===== src/hdl/ucfp_pkg.sv =====
`timescale 1ns / 1ps
`default_nettype none

package ucfp_pkg;

  // Input item: a received byte or a key-press event
  typedef struct packed {
    logic       kind;
    logic [7:0] rx_byte;
  } in_t;

  // One byte of an outgoing frame, with the LED and blink state after its item
  typedef struct packed {
    logic [7:0] tx_byte;
    logic       tx_last;
    logic       led_on;
    logic [8:0] blink_total;
  } out_t;

  typedef struct packed {
    logic [7:0] rx_head_first;
    logic [7:0] rx_head_second;
    logic [7:0] rx_tail_first;
    logic [7:0] rx_tail_second;
    logic [7:0] resp_head_first;
    logic [7:0] resp_head_second;
    logic [7:0] resp_tail_first;
    logic [7:0] resp_tail_second;
  } cfg_t;

  // Frame job handed from the parser to the serialiser
  typedef struct packed {
    logic       is_key;
    logic [7:0] data;
    logic       led;
    logic [8:0] blink;
  } job_t;

  localparam int unsigned CFG_IDX_W  = 3;
  localparam int unsigned CFG_DATA_W = 8;

  localparam logic [CFG_IDX_W-1:0] CFG_RX_HEAD_FIRST    = 3'd0;
  localparam logic [CFG_IDX_W-1:0] CFG_RX_HEAD_SECOND   = 3'd1;
  localparam logic [CFG_IDX_W-1:0] CFG_RX_TAIL_FIRST    = 3'd2;
  localparam logic [CFG_IDX_W-1:0] CFG_RX_TAIL_SECOND   = 3'd3;
  localparam logic [CFG_IDX_W-1:0] CFG_RESP_HEAD_FIRST  = 3'd4;
  localparam logic [CFG_IDX_W-1:0] CFG_RESP_HEAD_SECOND = 3'd5;
  localparam logic [CFG_IDX_W-1:0] CFG_RESP_TAIL_FIRST  = 3'd6;
  localparam logic [CFG_IDX_W-1:0] CFG_RESP_TAIL_SECOND = 3'd7;

  localparam cfg_t CFG_RESET = '{
    rx_head_first:    8'hAA,
    rx_head_second:   8'h55,
    rx_tail_first:    8'h0D,
    rx_tail_second:   8'h0A,
    resp_head_first:  8'hBB,
    resp_head_second: 8'h66,
    resp_tail_first:  8'h0D,
    resp_tail_second: 8'h0A
  };

  localparam logic [7:0] CMD_LED   = 8'h01;
  localparam logic [7:0] CMD_BLINK = 8'h02;
  localparam logic [7:0] DATA_ZERO = 8'h00;
  localparam logic [7:0] DATA_ONE  = 8'h01;
  localparam logic [7:0] ACK_BYTE  = 8'h00;

  // Byte positions within a seven-byte frame
  localparam logic [2:0] BYTE_HEAD_FIRST  = 3'd0;
  localparam logic [2:0] BYTE_HEAD_SECOND = 3'd1;
  localparam logic [2:0] BYTE_CMD         = 3'd2;
  localparam logic [2:0] BYTE_DATA        = 3'd3;
  localparam logic [2:0] BYTE_SUM         = 3'd4;
  localparam logic [2:0] BYTE_TAIL_FIRST  = 3'd5;
  localparam logic [2:0] BYTE_TAIL_SECOND = 3'd6;

endpackage

`default_nettype wire


===== src/hdl/uart_command_frame_parser_responder_top.sv =====
`timescale 1ns / 1ps
`default_nettype none

// Channel    Handshake               Payload
// ---------  ----------------------  -------------------------------------------
// input      push / full             in_i  : kind, rx_byte
// result     empty / pop             out_o : tx_byte, tx_last, led_on, blink_total
// config     cfg_we_i, cfg_idx_i     cfg_wdata_i, eight 8-bit registers
//
// One input item is taken per cycle while full is low; each completed frame or key
// press queues a job and the serialiser sends its seven bytes at one byte per cycle
// while the result queue has room. The job is registered in the job queue and each
// byte in the result queue before it is on the result ports.
// full rises only when the job queue is full, e.g. under a burst of key presses,
// since the serialiser sends seven bytes for each job.
// Reset is asynchronous; all queues empty and registers take their defaults.

module uart_command_frame_parser_responder_top #(
  parameter int unsigned JOB_DEPTH = 2,
  parameter int unsigned OUT_DEPTH = 2
) (
  input  wire logic                          clk_i,
  input  wire logic                          rst_ni,
  input  wire logic                          push,
  output logic                               full,
  input  wire ucfp_pkg::in_t                 in_i,
  output logic                               empty,
  input  wire logic                          pop,
  output ucfp_pkg::out_t                     out_o,
  input  wire logic                          cfg_we_i,
  input  wire logic [ucfp_pkg::CFG_IDX_W-1:0]  cfg_idx_i,
  input  wire logic [ucfp_pkg::CFG_DATA_W-1:0] cfg_wdata_i
);

  ucfp_pkg::cfg_t cfg_q;
  ucfp_pkg::job_t job_in, job_out;
  logic           job_push, job_pop, job_empty;

  always_ff @(posedge clk_i or negedge rst_ni) begin
    if (!rst_ni) begin
      cfg_q <= ucfp_pkg::CFG_RESET;
    end else if (cfg_we_i) begin
      unique case (cfg_idx_i)
        ucfp_pkg::CFG_RX_HEAD_FIRST:    cfg_q.rx_head_first    <= cfg_wdata_i;
        ucfp_pkg::CFG_RX_HEAD_SECOND:   cfg_q.rx_head_second   <= cfg_wdata_i;
        ucfp_pkg::CFG_RX_TAIL_FIRST:    cfg_q.rx_tail_first    <= cfg_wdata_i;
        ucfp_pkg::CFG_RX_TAIL_SECOND:   cfg_q.rx_tail_second   <= cfg_wdata_i;
        ucfp_pkg::CFG_RESP_HEAD_FIRST:  cfg_q.resp_head_first  <= cfg_wdata_i;
        ucfp_pkg::CFG_RESP_HEAD_SECOND: cfg_q.resp_head_second <= cfg_wdata_i;
        ucfp_pkg::CFG_RESP_TAIL_FIRST:  cfg_q.resp_tail_first  <= cfg_wdata_i;
        ucfp_pkg::CFG_RESP_TAIL_SECOND: cfg_q.resp_tail_second <= cfg_wdata_i;
      endcase
    end
  end

  ucfp_front u_front (
    .clk_i      (clk_i),
    .rst_ni     (rst_ni),
    .push_i     (push),
    .in_i       (in_i),
    .cfg_i      (cfg_q),
    .job_full_i (full),
    .job_push_o (job_push),
    .job_o      (job_in)
  );

  ucfp_fifo #(
    .T     (ucfp_pkg::job_t),
    .DEPTH (JOB_DEPTH)
  ) u_job_fifo (
    .clk_i   (clk_i),
    .rst_ni  (rst_ni),
    .push_i  (job_push),
    .data_i  (job_in),
    .full_o  (full),
    .pop_i   (job_pop),
    .data_o  (job_out),
    .empty_o (job_empty)
  );

  ucfp_back #(
    .OUT_DEPTH (OUT_DEPTH)
  ) u_back (
    .clk_i       (clk_i),
    .rst_ni      (rst_ni),
    .cfg_i       (cfg_q),
    .job_i       (job_out),
    .job_empty_i (job_empty),
    .job_pop_o   (job_pop),
    .empty_o     (empty),
    .pop_i       (pop),
    .out_o       (out_o)
  );

endmodule

`default_nettype wire


===== src/hdl/ucfp_fifo.sv =====
`timescale 1ns / 1ps
`default_nettype none

module ucfp_fifo #(
  parameter type         T     = logic,
  parameter int unsigned DEPTH = 2
) (
  input  wire logic clk_i,
  input  wire logic rst_ni,
  input  wire logic push_i,
  input  wire T     data_i,
  output logic      full_o,
  input  wire logic pop_i,
  output T          data_o,
  output logic      empty_o
);

  localparam int unsigned PW = (DEPTH > 1) ? $clog2(DEPTH) : 1;
  localparam int unsigned CW = $clog2(DEPTH + 1);

  T                mem_q [DEPTH];
  logic [PW-1:0]   wr_ptr_q, wr_ptr_d;
  logic [PW-1:0]   rd_ptr_q, rd_ptr_d;
  logic [CW-1:0]   cnt_q, cnt_d;
  logic            do_push, do_pop;

  assign full_o  = (cnt_q == CW'(DEPTH));
  assign empty_o = (cnt_q == '0);
  assign do_push = push_i && !full_o;
  assign do_pop  = pop_i && !empty_o;
  assign data_o  = mem_q[rd_ptr_q];

  always_comb begin
    wr_ptr_d = wr_ptr_q;
    rd_ptr_d = rd_ptr_q;
    cnt_d    = cnt_q;
    if (do_push) begin
      wr_ptr_d = (wr_ptr_q == PW'(DEPTH - 1)) ? '0 : wr_ptr_q + PW'(1);
    end
    if (do_pop) begin
      rd_ptr_d = (rd_ptr_q == PW'(DEPTH - 1)) ? '0 : rd_ptr_q + PW'(1);
    end
    if (do_push && !do_pop) begin
      cnt_d = cnt_q + CW'(1);
    end else if (do_pop && !do_push) begin
      cnt_d = cnt_q - CW'(1);
    end
  end

  always_ff @(posedge clk_i or negedge rst_ni) begin
    if (!rst_ni) begin
      wr_ptr_q <= '0;
      rd_ptr_q <= '0;
      cnt_q    <= '0;
    end else begin
      wr_ptr_q <= wr_ptr_d;
      rd_ptr_q <= rd_ptr_d;
      cnt_q    <= cnt_d;
    end
  end

  always_ff @(posedge clk_i) begin
    if (do_push) begin
      mem_q[wr_ptr_q] <= data_i;
    end
  end

endmodule

`default_nettype wire


===== src/hdl/ucfp_front.sv =====
`timescale 1ns / 1ps
`default_nettype none

module ucfp_front (
  input  wire logic          clk_i,
  input  wire logic          rst_ni,
  input  wire logic          push_i,
  input  wire ucfp_pkg::in_t in_i,
  input  wire ucfp_pkg::cfg_t cfg_i,
  input  wire logic          job_full_i,
  output logic               job_push_o,
  output ucfp_pkg::job_t     job_o
);

  typedef enum logic [6:0] {
    POS_HEAD1 = 7'b0000001,
    POS_HEAD2 = 7'b0000010,
    POS_CMD   = 7'b0000100,
    POS_DATA  = 7'b0001000,
    POS_SUM   = 7'b0010000,
    POS_TAIL1 = 7'b0100000,
    POS_TAIL2 = 7'b1000000
  } pos_e;

  pos_e       pos_q, pos_d;
  logic [7:0] sum_q, sum_d;
  logic       cmd_blink_q, cmd_blink_d;   // held command: 0 = LED, 1 = blink
  logic [7:0] payload_q, payload_d;
  logic       led_q, led_d;
  logic [8:0] blink_q, blink_d;
  logic       toggle_q, toggle_d;
  logic       accept;
  logic       ok;
  logic [7:0] b;

  assign accept = push_i && !job_full_i;
  assign b      = in_i.rx_byte;

  always_comb begin
    pos_d       = pos_q;
    sum_d       = sum_q;
    cmd_blink_d = cmd_blink_q;
    payload_d   = payload_q;
    led_d       = led_q;
    blink_d     = blink_q;
    toggle_d    = toggle_q;
    ok          = 1'b0;
    job_push_o  = 1'b0;
    job_o       = '{is_key: 1'b0, data: ucfp_pkg::DATA_ZERO, led: led_q, blink: blink_q};
    if (accept) begin
      if (in_i.kind) begin
        // key press leaves the parser alone
        job_push_o   = 1'b1;
        job_o.is_key = 1'b1;
        job_o.data   = toggle_q ? ucfp_pkg::DATA_ZERO : ucfp_pkg::DATA_ONE;
        toggle_d     = ~toggle_q;
      end else begin
        unique case (pos_q)
          POS_HEAD1: begin
            if (b == cfg_i.rx_head_first) begin
              sum_d = b;
              pos_d = POS_HEAD2;
            end
          end
          POS_HEAD2: begin
            if (b == cfg_i.rx_head_second) begin
              sum_d = sum_q + b;
              pos_d = POS_CMD;
            end else begin
              pos_d = POS_HEAD1;
            end
          end
          POS_CMD: begin
            if (b == ucfp_pkg::CMD_LED || b == ucfp_pkg::CMD_BLINK) begin
              cmd_blink_d = (b == ucfp_pkg::CMD_BLINK);
              sum_d       = sum_q + b;
              pos_d       = POS_DATA;
            end else begin
              pos_d = POS_HEAD1;
            end
          end
          POS_DATA: begin
            payload_d = b;
            sum_d     = sum_q + b;
            pos_d     = POS_SUM;
          end
          POS_SUM:   pos_d = (b == sum_q) ? POS_TAIL1 : POS_HEAD1;
          POS_TAIL1: pos_d = (b == cfg_i.rx_tail_first) ? POS_TAIL2 : POS_HEAD1;
          POS_TAIL2: begin
            pos_d = POS_HEAD1;
            if (b == cfg_i.rx_tail_second) begin
              if (cmd_blink_q) begin
                blink_d = {payload_q, 1'b0};
                ok      = 1'b1;
              end else if (payload_q == ucfp_pkg::DATA_ZERO ||
                           payload_q == ucfp_pkg::DATA_ONE) begin
                led_d = payload_q[0];
                ok    = 1'b1;
              end
              job_push_o = 1'b1;
              job_o.data = {7'b0, ok};
              job_o.led  = led_d;
              job_o.blink = blink_d;
            end
          end
          default: pos_d = POS_HEAD1;
        endcase
      end
    end
  end

  always_ff @(posedge clk_i or negedge rst_ni) begin
    if (!rst_ni) begin
      pos_q       <= POS_HEAD1;
      sum_q       <= '0;
      cmd_blink_q <= 1'b0;
      payload_q   <= '0;
      led_q       <= 1'b0;
      blink_q     <= '0;
      toggle_q    <= 1'b0;
    end else begin
      pos_q       <= pos_d;
      sum_q       <= sum_d;
      cmd_blink_q <= cmd_blink_d;
      payload_q   <= payload_d;
      led_q       <= led_d;
      blink_q     <= blink_d;
      toggle_q    <= toggle_d;
    end
  end

endmodule

`default_nettype wire


===== src/hdl/ucfp_back.sv =====
`timescale 1ns / 1ps
`default_nettype none

module ucfp_back #(
  parameter int unsigned OUT_DEPTH = 2
) (
  input  wire logic           clk_i,
  input  wire logic           rst_ni,
  input  wire ucfp_pkg::cfg_t cfg_i,
  input  wire ucfp_pkg::job_t job_i,
  input  wire logic           job_empty_i,
  output logic                job_pop_o,
  output logic                empty_o,
  input  wire logic           pop_i,
  output ucfp_pkg::out_t      out_o
);

  logic [2:0]     idx_q, idx_d;
  logic           out_full;
  logic           emit;
  logic [7:0]     h0, h1, f2, t0, t1, sum;
  ucfp_pkg::out_t beat;

  assign emit      = !job_empty_i && !out_full;
  assign job_pop_o = emit && (idx_q == ucfp_pkg::BYTE_TAIL_SECOND);

  assign h0  = job_i.is_key ? cfg_i.rx_head_first  : cfg_i.resp_head_first;
  assign h1  = job_i.is_key ? cfg_i.rx_head_second : cfg_i.resp_head_second;
  assign t0  = job_i.is_key ? cfg_i.rx_tail_first  : cfg_i.resp_tail_first;
  assign t1  = job_i.is_key ? cfg_i.rx_tail_second : cfg_i.resp_tail_second;
  assign f2  = job_i.is_key ? ucfp_pkg::CMD_LED    : ucfp_pkg::ACK_BYTE;
  assign sum = h0 + h1 + f2 + job_i.data;

  always_comb begin
    beat.tx_last     = (idx_q == ucfp_pkg::BYTE_TAIL_SECOND);
    beat.led_on      = job_i.led;
    beat.blink_total = job_i.blink;
    case (idx_q)
      ucfp_pkg::BYTE_HEAD_FIRST:  beat.tx_byte = h0;
      ucfp_pkg::BYTE_HEAD_SECOND: beat.tx_byte = h1;
      ucfp_pkg::BYTE_CMD:         beat.tx_byte = f2;
      ucfp_pkg::BYTE_DATA:        beat.tx_byte = job_i.data;
      ucfp_pkg::BYTE_SUM:         beat.tx_byte = sum;
      ucfp_pkg::BYTE_TAIL_FIRST:  beat.tx_byte = t0;
      default:                    beat.tx_byte = t1;
    endcase
  end

  always_comb begin
    idx_d = idx_q;
    if (emit) begin
      idx_d = job_pop_o ? ucfp_pkg::BYTE_HEAD_FIRST : idx_q + 3'd1;
    end
  end

  always_ff @(posedge clk_i or negedge rst_ni) begin
    if (!rst_ni) begin
      idx_q <= ucfp_pkg::BYTE_HEAD_FIRST;
    end else begin
      idx_q <= idx_d;
    end
  end

  ucfp_fifo #(
    .T     (ucfp_pkg::out_t),
    .DEPTH (OUT_DEPTH)
  ) u_out_fifo (
    .clk_i   (clk_i),
    .rst_ni  (rst_ni),
    .push_i  (emit),
    .data_i  (beat),
    .full_o  (out_full),
    .pop_i   (pop_i),
    .data_o  (out_o),
    .empty_o (empty_o)
  );

endmodule

`default_nettype wire


===== config.mk =====
export PLATFORM = sky130hd
export DESIGN_NAME = uart_command_frame_parser_responder_top
export DESIGN_NICKNAME = d
export VERILOG_FILES = /design/src/hdl/ucfp_pkg.sv /design/src/hdl/uart_command_frame_parser_responder_top.sv /design/src/hdl/ucfp_fifo.sv /design/src/hdl/ucfp_front.sv /design/src/hdl/ucfp_back.sv
export SDC_FILE = /design/constraint.sdc
export NUM_CORES = 1
export LEC_CHECK = 0
export ABC_CLOCK_PERIOD_IN_PS = 7600
export CORE_MARGIN = 8
export CORE_UTILIZATION = 45
export CTS_BUF_LIST = sky130_fd_sc_hd__clkbuf_8
export CTS_CLUSTER_SIZE = 40
export DETAILED_ROUTE_END_ITERATION = 8
export DONT_BUFFER_PORTS = 1
export GPL_TIMING_DRIVEN = 0
export PLACE_DENSITY = 0.64
export SKIP_CTS_REPAIR_TIMING = 1
export SYNTH_ARGS = -nofsm -noshare
export SYNTH_HDL_FRONTEND = slang
export SYNTH_SLANG_ARGS = --single-unit

===== constraint.sdc =====
create_clock -name clk_i -period 7.6 [get_ports clk_i]
set_clock_uncertainty 0.15 [all_clocks]
set_input_delay 1.52 -clock clk_i [delete_from_list [all_inputs] [get_ports clk_i]]
set_output_delay 1.52 -clock clk_i [all_outputs]
set_load 0.02 [all_outputs]

* After elaboration in Yosys (flattened, before gate mapping)
Memory sizes are Yosys's and may differ from the RTL's. Cells that the tools add are included.
Word-level totals: memory bits (writable) 76, logic and storage cells 160, bits in registers 110, input bits 25, memories kept 2, output and inout port bits 21
Memory list:
- u_back.u_out_fifo.mem_q | depth 2, bits a word 19, rd ports 1, clocked after memory_dff 0, write ports 1, RTL line ucfp_fifo.sv:21 | T mem_q [DEPTH];
- u_job_fifo.mem_q | depth 2, bits a word 19, rd ports 1, clocked after memory_dff 0, write ports 1, RTL line ucfp_fifo.sv:21
Operators by class: mux-type cells 45, add/sub/neg operators 13, equal/unequal tests 33, bitwise logic cells 2, reductions and logical operators 43
Operators by type and width (number):
- 8-bit 2-to-1 mux | 8
- 8-bit one-hot mux with 6 select lines | 1
- 7-bit one-hot mux with 6 select lines | 1
- 8-bit == test | 5
- 8-bit adder | 4
- 8-bit one-hot mux with 4 select lines | 1
- 3-bit == test (second input constant) | 7
- 1-bit 2-to-1 mux | 19
- 19-bit 2-to-1 mux | 1
- 18-bit 2-to-1 mux | 1
- 2-bit AND reduction | 9
- 8-bit by 1-bit == test with 1-bit output (second input constant) | 2
- 7-bit 2-to-1 mux | 2
- 3-bit by 2-bit == test with 1-bit output (second input constant) | 4
- 1-bit logical AND | 11
- 11-bit 2-to-1 mux | 1
- 10-bit 2-to-1 mux | 1
- 9-bit 2-to-1 mux | 1
- 8-bit by 2-bit == test with 1-bit output (second input constant) | 1
- 1-bit logical NOT | 8
- 8-bit logical NOT | 1
- 2-bit 2-to-1 mux | 4
- 4-bit AND reduction | 2
- 7-bit by 1-bit == test with 1-bit output (second input constant) | 1
- 24 further kinds | 40

* Depth between registers and ports, before layout
Gate-level depths: netlist (run 1).
depth after elaboration 10, mapped depth 14, depth with buffers taken out 12

* Hierarchy
From an unflattened synthesis (run 1), not the netlist that was laid out.
Unflattened totals: cells, all modules 729, area, all modules 9690.5 sq um
Modules (own cells, without submodules):
- ucfp_fifo | instances 2, area each 1566.5 sq um, cells an instance 78
- ucfp_front | instances 1, area each 2647.5 sq um, cells an instance 275
- uart_command_frame_parser_responder_top | instances 1, area each 2487.4 sq um, cells an instance 143
- ucfp_back | instances 1, area each 1422.6 sq um, cells an instance 155

* Worst setup path after synthesis (run 1)
OpenSTA, ideal clock, no wires.
path type register to register, start reg u_job_fifo.rd_ptr_q, end mem u_back.u_out_fifo.mem_q[0][18] (netlist bit), data pin, data required time 7.187 ns, setup time 0.263 ns, stages on the path, launching flop included 13, period minus slack after synthesis 3.824 ns, setup slack 3.776 ns, arrival time 3.411 ns, buffers on the path 2, cells stage by stage dfrtp_1 buf_4 mux2i_4 buf_2 mux2_2 ha_1 ha_1 a21o_1 a211o_1 a2111oi_0 or4_1 a21boi_1 o31a_1
RTL lines:
- start: declaration | RTL line ucfp_fifo.sv:23 | logic [PW-1:0] rd_ptr_q, rd_ptr_d;
- start signal: assignment | RTL line ucfp_fifo.sv:57 | rd_ptr_q <= rd_ptr_d;
- end: declaration | RTL line ucfp_fifo.sv:21

==> out/results.txt, run 1 <==
The repair_antennas step left the layout with diodes totalling 0. The violation count after the first detailed-routing iteration is 269. The maximum buffer depth of the clock tree was 2; the initial core utilization was 45.8%. The first global-routing pass estimated 30300 µm of wire. Timing analysis after detailed placement gives a worst setup slack of 3120 ps.

In this run the tightest slew margin relative to its limit is 29.6%. The most used flip-flop cell after synthesis is sky130_fd_sc_hd__dfrtp_1. The remaining global-route overflow is 0. The register bit count reported by yosys was 172; the mean number of vias per cell was 5.54. Clock tree synthesis selected as its root buffer the cell sky130_fd_sc_hd__clkbuf_8. Max-cap violations in this run came to 0.

In the global route stage, met1 resource usage came out at 21.1%. Clock-pin slew was measured on the worst setup and hold paths at 100 ps. The mapped netlist covers 8910 µm². Setup repair after global routing left no endpoint under its margin. Walking the worst path, the cells encountered are buf_4, mux2i_4, buf_2, mux2_2, ha_1, ha_1, a21o_1, a211o_1, a2111oi_0, or4_1, a21boi_1, o31a_1. The number of buffers and inverters on the critical path works out to 2. The die span in y is 157 µm.

Count of endpoints failing hold in the final timing report: 0. The number of buffers inserted during clock tree synthesis came out at 17. The number of enable flip-flop cells after synthesis is 62, and the total clock sinks is 172. Global routing used 4.08% of the available met3 tracks. The first TritonRoute pass finished after 5 iterations. Yosys attributes the largest share of cell area to sky130_fd_sc_hd__dfrtp_1 (23%), sky130_fd_sc_hd__edfxtp_1 (21%), sky130_fd_sc_hd__mux2_2 (17%).

Hold is met by 331 ps. Among all stages on the critical path, the largest delay is contributed by sky130_fd_sc_hd__a2111oi_0. Power comes to 3.55 mW. At the worst endpoint, the arrival time is 4560 ps. The delay of the slowest cell on the worst path is 590 ps, and the largest fanout on the critical path is 10. When the netlist entered floorplanning its net count stood at 733. The run gives 4 as the number of levels the H-tree was split into. In the global route stage, overall resource usage came out at 16.2%.

The power density over the cells is 367 nW/µm². In this run the most used layer during global routing was met2. The die covers 24600 µm². Routed wirelength normalized by instance count: 19.4 µm.

The run gives 3100 ps as the final worst slack. TritonCTS built the clock tree. The maximum number of pins on one net before global-route repair was 111. VDD sags by at most 0.134 mV. The library cells used most frequently in the layout, excluding fill and tap cells, are sky130_fd_sc_hd__mux2_2 (132), sky130_fd_sc_hd__dfrtp_1 (81), sky130_fd_sc_hd__edfxtp_1 (62), sky130_fd_sc_hd__dfstp_2 (29). At the worst endpoint, the required time is 7660 ps.

The logs give 18900 µm for the total detailed-routing wirelength and 46 for the number of primary I/O pins. The region available for standard cell placement spans 19500 µm². The worst path uses 59.2% of the clock period. At the pin with the least slew margin, the transition time is 1050 ps.

The signed area change from the synthesized netlist to the final layout came out at 8.41%. For the achievable clock frequency, the log shows 222 MHz. The startpoint-to-endpoint class of the critical path is reg -> reg. The worst hold path belongs to the class reg -> reg. The share of synthesized flip-flops with an asynchronous set or reset works out to 64.0%.

STA classifies the critical path endpoint as a flop. The most numerous cell type found on the critical path is sky130_fd_sc_hd__ha_1. In this run the static leakage power is 3.90 nW. The top cell type by area accounts for 22.7% of the synthesized area. The logs give 68 for the count of unique library cells instantiated by Yosys and 5453 for the via count of the first global-routing pass. Clock latency on the worst-skew pair, taken at its later pin, is 470 ps. The commonest non-fill, non-tap cell in the layout is sky130_fd_sc_hd__mux2_2. The Yosys step of the flow raised 0 warnings.

The number of antenna-violating nets in the routed design was 0; the minimum period implied by the final worst setup slack was 4500 ps. STA classifies the critical path startpoint as a flop. After floorplanning, the core was divided into 51 placement rows. The overall via count from detail_route came out at 5400. The number of design rule violations left after detail routing was 0; the mean area per synthesized cell was 13.1 µm². In the final design database the tool counted 752 nets. The overall die width came out at 157 µm. The number of max-slew violations in the final report was 0. Of the synthesized area, sequential elements account for 52.2%. Setup violations remaining at the end of the flow were counted as 0.

The sum of negative setup slack is 0 ps. The HPWL after detailed placement is 13700 µm. The top cell type by total area after synthesis is sky130_fd_sc_hd__dfrtp_1. Global routing consumed, on the met2 layer, 26.1% of the routing resources.

The tools report the initial antenna violation count as 0. The cell family contributing the most delay on the critical path is compound AO/OA/AOI/OAI gates. Buffers placed on the I/O ports in this run total 0.

The tools report the count of mapped cells out of synthesis as 678. The fraction of final layout cells sized beyond drive strength 1 is 33.2%. At the end of routability-driven placement, the weighted congestion stood at 0.865. The run finished with clean final reports.
## final cells by class
cell class	count	area, µm²
buffer	29	161
clock buffer	17	234
clock inverter	15	181
fill	1704	9800
inverter	19	71.3
multi-input combinational	458	4030
sequential	172	4650
tap	265	332
## metal layers
layer	up-vias	share of wire, %	wire (µm)
met3	19	4.2	791
met2	104	48	9020
li1	2540	-	-
met1	2737	47	8780
met5	-	0	0
met4	0	1.5	286
## power breakdown
part	total, mW	switching (mW)	internal [mW]	leakage, nW
logic	1.45	0.839	0.614	1.78
clock network	0.649	0.395	0.255	0.209
registers	1.44	0.133	1.31	1.91
## synthesized netlist by cell type (4+ instances only)
library cell               count
sky130_fd_sc_hd__mux2_2      132
sky130_fd_sc_hd__dfrtp_1      81
sky130_fd_sc_hd__edfxtp_1     62
sky130_fd_sc_hd__dfstp_2      29
sky130_fd_sc_hd__nand2_1      28
sky130_fd_sc_hd__xnor2_1      28
sky130_fd_sc_hd__ha_1         27
sky130_fd_sc_hd__nor2_1       27
sky130_fd_sc_hd__xor2_1       25
sky130_fd_sc_hd__inv_1        18
sky130_fd_sc_hd__a21oi_1      17
sky130_fd_sc_hd__mux2i_1      15
sky130_fd_sc_hd__o21ai_0      15
sky130_fd_sc_hd__clkbuf_1     14
sky130_fd_sc_hd__nand3_1      10
sky130_fd_sc_hd__nor2b_1       8
sky130_fd_sc_hd__o211ai_1      8
sky130_fd_sc_hd__a221oi_1      7
sky130_fd_sc_hd__mux2_4        7
sky130_fd_sc_hd__nand4_1       7
sky130_fd_sc_hd__nor3_1        7
sky130_fd_sc_hd__buf_2         6
sky130_fd_sc_hd__buf_4         6
sky130_fd_sc_hd__a211oi_1      5
sky130_fd_sc_hd__nand2b_1      5
sky130_fd_sc_hd__nand4b_1      5
sky130_fd_sc_hd__a21o_1        4
sky130_fd_sc_hd__a31oi_1       4
sky130_fd_sc_hd__and2_1        4
sky130_fd_sc_hd__nor4_1        4
sky130_fd_sc_hd__o21a_1        4
sky130_fd_sc_hd__o31a_1        4
## state kept, by name (all words and copies together) (netlist names)
register,count
u_job_fifo.cnt_q,2
cfg_q,64
u_front.blink_q,9
u_back.u_out_fifo.rd_ptr_q,1
u_front.pos_q,7
u_front.payload_q,8
u_front.cmd_blink_q,1
u_back.u_out_fifo.cnt_q,2
u_back.u_out_fifo.wr_ptr_q,1
u_back.idx_q,3
u_front.led_q,1
u_job_fifo.rd_ptr_q,1
u_job_fifo.wr_ptr_q,1
u_front.toggle_q,1
u_front.sum_q,8
u_back.u_out_fifo.mem_q,38
u_job_fifo.mem_q,24
## metrics by stage
step                util [%]  instance area (µm²)  cells
floorplan                  -                 8910    678
global placement        47.5                 9250    943
detailed placement      47.5                 9250    943
CTS                     49.6                 9660    975
global route            49.6                 9660    975
finish                  49.6                 9660    975
## final timing paths
check	start	to	slack, ps	depth (start not counted)
worst min register to register	u_front.toggle_q	u_front.toggle_q	330	1
worst min-delay path	u_front.toggle_q	u_front.toggle_q	330	1
max in group asynchronous	rst_ni	u_front.pos_q[0]	6460	0
min in group asynchronous	rst_ni	cfg_q[46]	590	0
worst max-delay path	u_job_fifo.rd_ptr_q	u_back.u_out_fifo.mem_q[0][18]	3100	12
worst max register to register	u_job_fifo.rd_ptr_q	u_back.u_out_fifo.mem_q[0][18]	3100	12
## kinds of logic after synthesis
kind of cell    Yosys count  share of synthesized area, %
mux                     156                          19.9
xor+xnor                 53                          5.21
simple gates            131                          8.79
compound gates           88                          6.84
buf+inv                  48                          2.61
fa+ha+maj                30                          4.46
flops                   172                          52.2
Note: power is estimated with default switching activity, not from simulation.
==> run 2: changes to the inputs <==
- ABC_CLOCK_PERIOD_IN_PS: 7600 -> 3850
- PLACE_DENSITY: 0.64 -> 0.66
- clock period: 7.6 -> 3.85 ns (I/O delays scaled with it)
==> run 2 against run 1 <==
  * Combinational power up 110%
  * Worst setup slack worse by 3000 ps
  * Sequential power up 98%
  * Routed wire length up 2.3%
  * Utilization up 0.94 points
  * Maximum frequency up 19%
  * First-iteration DRC count up 13%
  * Critical path type unchanged
  * Non-clock buffer count up 9
  * Sequential cell count unchanged
==> out/results.txt, run 2 (same netlist as run 1, synthesis figures left out) <==
The via count of the first global-routing pass was 5509 (+1.0%); the detailed-router iteration count before antenna repair was 5 (unchanged). The die span in y is 157 µm (unchanged), and the routed wirelength normalized by instance count is 19.6 µm (+1.3%). The run gives 39.2% (-1.5 points) as the share of power burned in registers. The delay of the slowest cell on the worst path was 390 ps (-200 ps); the maximum buffer depth of the clock tree was 2 (unchanged).

Wire length of the first global-routing pass: 30200 µm (-0.39%). The final number of setup-violating endpoints is 0 (unchanged). The initial core utilization was 45.8% (unchanged).

The logs give 70 ps (-3030 ps) for the setup slack of the worst register-to-register path and 0 (unchanged) for the number of antenna-violating nets in the routed design. For the total clock sinks, the log shows 172 (unchanged). The minimum period implied by the final worst setup slack was 3780 ps (-717 ps).

For the placer's final routability congestion estimate, the log shows 0.850 (-1.8%). The tools report the type of element launching the critical path as a flop. From synthesis to final layout, the design area changed by 10.5%.

The logs give 5400 (unchanged) for the overall via count from detail_route and 17 (unchanged) for the number of buffers inserted during clock tree synthesis. The critical path depth in cells came out at 12 (unchanged). The largest register by flop count was cfg_q. Largest fanout on the critical path: 8 (-2).

For the max-capacitance violation count, the log shows 0 (unchanged). The run gives 24600 µm² (unchanged) as the area of the die. The tools report the logic gate share of total power as 42.6% (+1.6 points). TritonCTS built the clock tree.

The number of placed instances, taps included came out at 943 (unchanged). The number of buffers and inverters on the critical path was 2 (unchanged). The initial antenna violation count is 0 (unchanged), and the transition time of the tightest slew-check pin is 1070 ps (+11.8 ps). The data arrival at the endpoint of the critical path came out at 3840 ps (-720 ps). The tools report the clock share of power as 18.2% (about the same). In this run the worst hold path is classified as in -> async.

Number of design rule violations left after detail routing: 0 (unchanged). The run gives 761 (+1.2%) as the count of nets after finishing. The number of max-slew violations in the final report is 0 (unchanged), and the overall die width is 157 µm (unchanged). For the number of rows in the core area, the log shows 51 (unchanged). The top cell types in the final layout, fill and taps aside, are sky130_fd_sc_hd__mux2_2 (132), sky130_fd_sc_hd__dfrtp_1 (81), sky130_fd_sc_hd__edfxtp_1 (62), sky130_fd_sc_hd__dfstp_2 (29).

The final worst slack is 68.3 ps (-3030 ps), and the count of input and output buffers is 0 (unchanged). The count of endpoints failing hold in the final timing report was 0 (unchanged); the number of levels the H-tree was split into was 4 (unchanged). The tools report the total detailed-routing wirelength as 19300 µm (+2.3%). The utilization of the core after routing was 50.6% (+0.94 points); the clock-pin slew reported for the worst setup and hold paths after clock tree synthesis was 100 ps (about the same). The tools report the final standard cell count with taps included and fillers excluded as 984 (+0.92%).

The core area came out at 19500 µm² (unchanged). The static power due to leakage was 3.97 nW (+1.7%). The startpoint-to-endpoint class of the critical path is reg -> reg.

Commonest non-fill, non-tap cell in the layout: sky130_fd_sc_hd__mux2_2. The worst max-slew margin expressed relative to the limit came out at 28.9% (-0.79 points). The largest voltage drop on the vdd net is 0.258 mV (+92%). The worst setup path is captured at a flop. The run gives 13800 µm (+0.80%) as the total half-perimeter wirelength after legalization and detailed placement. The signal on the critical path passes through buf_4, mux2i_4, buf_8, mux2_2, ha_4, ha_1, a21o_1, a211o_1, a2111oi_4, or4_1, a21boi_1, o31a_1. The post-route fraction of the period consumed by the critical path came out at 98.2% (+39 points).

The design internal power came out at 4.48 mW (+110%). The data required time at the worst endpoint was 3910 ps (-3750 ps); the maximum number of pins on one net before global-route repair was 111 (unchanged). The path depth of the worst reg2reg path is 12 (unchanged), and the number of inserted diodes is 0 (unchanged). The number of primary I/O pins came out at 46 (unchanged).

The run gives 0 ps (unchanged) as the sum of negative setup slack. The worst setup timing slack at the placement stage is -504 ps (-3630 ps). Setup repair after global routing could not meet its margin everywhere. The remaining global-route overflow came out at 0 (unchanged).

The overall fraction of global-route tracks in use was 16.1% (-0.12 points); the fraction of final layout cells sized beyond drive strength 1 was 35.3% (+2.1 points). Kind of cell with the highest combined delay on the critical path: compound AO/OA/AOI/OAI gates. Achievable clock frequency: 264 MHz (+19%). Power density over the cells: 739 nW/µm² (+100%). In the final layout, the registers with the most flip-flops are cfg_q (64), u_back.u_out_fifo.mem_q (38), u_job_fifo.mem_q (24).

In this run the clock root is driven by a sky130_fd_sc_hd__clkbuf_8. The mean number of vias per cell came out at 5.49 (-0.91%). For the power spent charging and discharging nets, the log shows 2.80 mW (+100%). The largest individual stage delay along the critical path comes from the cell sky130_fd_sc_hd__mux2_2.

The fraction of power spent switching nets is 38.4% (-0.094 points). The tools report the clock insertion delay at the later pin of the skew report as 470 ps (about the same). For the violation count after the first detailed-routing iteration, the log shows 303 (+13%).

Flip-flop count of the largest register after layout: 64 (unchanged). The run finished with clean final reports.
==> run 2: cell types whose count changed in the layout (fill, tap and decap cells not counted), moves of 2 or more <==
cell	before	now
sky130_fd_sc_hd__buf_8	0	2
sky130_fd_sc_hd__clkinv_8	5	3
sky130_fd_sc_hd__a21oi_1	17	15
sky130_fd_sc_hd__buf_4	6	12
sky130_fd_sc_hd__ha_4	0	2
sky130_fd_sc_hd__ha_1	27	24
sky130_fd_sc_hd__a21oi_2	2	4
==> run 2: final timing paths <==
check | startpoint | to
max | u_job_fifo.rd_ptr_q | u_back.u_out_fifo.mem_q[1][18]
min | rst_ni | cfg_q[13]
max reg2reg | u_job_fifo.rd_ptr_q | u_back.u_out_fifo.mem_q[1][18]
min reg2reg | u_front.blink_q[0] | u_front.blink_q[0]
max in group asynchronous | rst_ni | u_front.pos_q[0]
min in group clk_i | cfg_wdata_i[1] | cfg_q[49]
==> run 2: worst reg2reg max path, cell delays in order, from the launching register on <==
cell and delay (ps):
sky130_fd_sc_hd__dfrtp_1 340, sky130_fd_sc_hd__buf_4 140, sky130_fd_sc_hd__mux2i_4 370, sky130_fd_sc_hd__buf_8 180, sky130_fd_sc_hd__mux2_2 390, sky130_fd_sc_hd__ha_4 270
sky130_fd_sc_hd__ha_1 300, sky130_fd_sc_hd__a21o_1 190, sky130_fd_sc_hd__a211o_1 350, sky130_fd_sc_hd__a2111oi_4 330, sky130_fd_sc_hd__or4_1 170, sky130_fd_sc_hd__a21boi_1 60
sky130_fd_sc_hd__o31a_1 270
==> run 2: area by class of cell <==
| cell class | instances | area (µm²) |
|---|---|---|
| clock inverter | 15 | 188 |
| timing repair buffer | 10 | 103 |
| clock buffer | 17 | 234 |
| tap | 265 | 332 |
| fill | 1708 | 9620 |
| multi-input combinational | 458 | 4100 |
| sequential | 172 | 4650 |
| buffer | 28 | 168 |
| inverter | 19 | 71.3 |
==> run 2: through the flow <==
stage	total power [mW]	hold slack, ps	area, µm²
detailed placement	5.76	317	9250
CTS	7.11	-196	9670
finish	7.28	97.4	9850
global placement	5.66	312	9250
global route	7.73	101	9850
floorplan	5.10	294	8910
==> run 2: power groups by stage <==
stage / sequential, mW / clock, mW / combinational, mW
finish: 2.85 / 1.32 / 3.10
global route: 2.91 / 1.43 / 3.38
CTS: 2.86 / 1.35 / 2.90
detailed placement: 2.89 / 0 / 2.86
global placement: 2.86 / 0 / 2.80
floorplan: 2.81 / 0 / 2.29
==> run 2: layer usage <==
| layer | wire length [µm] | up-vias | GRT usage (%) |
|---|---|---|---|
| met1 | 8820 | 2706 | 20.8 |
| met3 | 1030 | 25 | 4.05 |
| met5 | 0 | - | 0 |
| met4 | 336 | 0 | 5.31 |
| met2 | 9120 | 115 | 25.8 |
| li1 | - | 2554 | - |
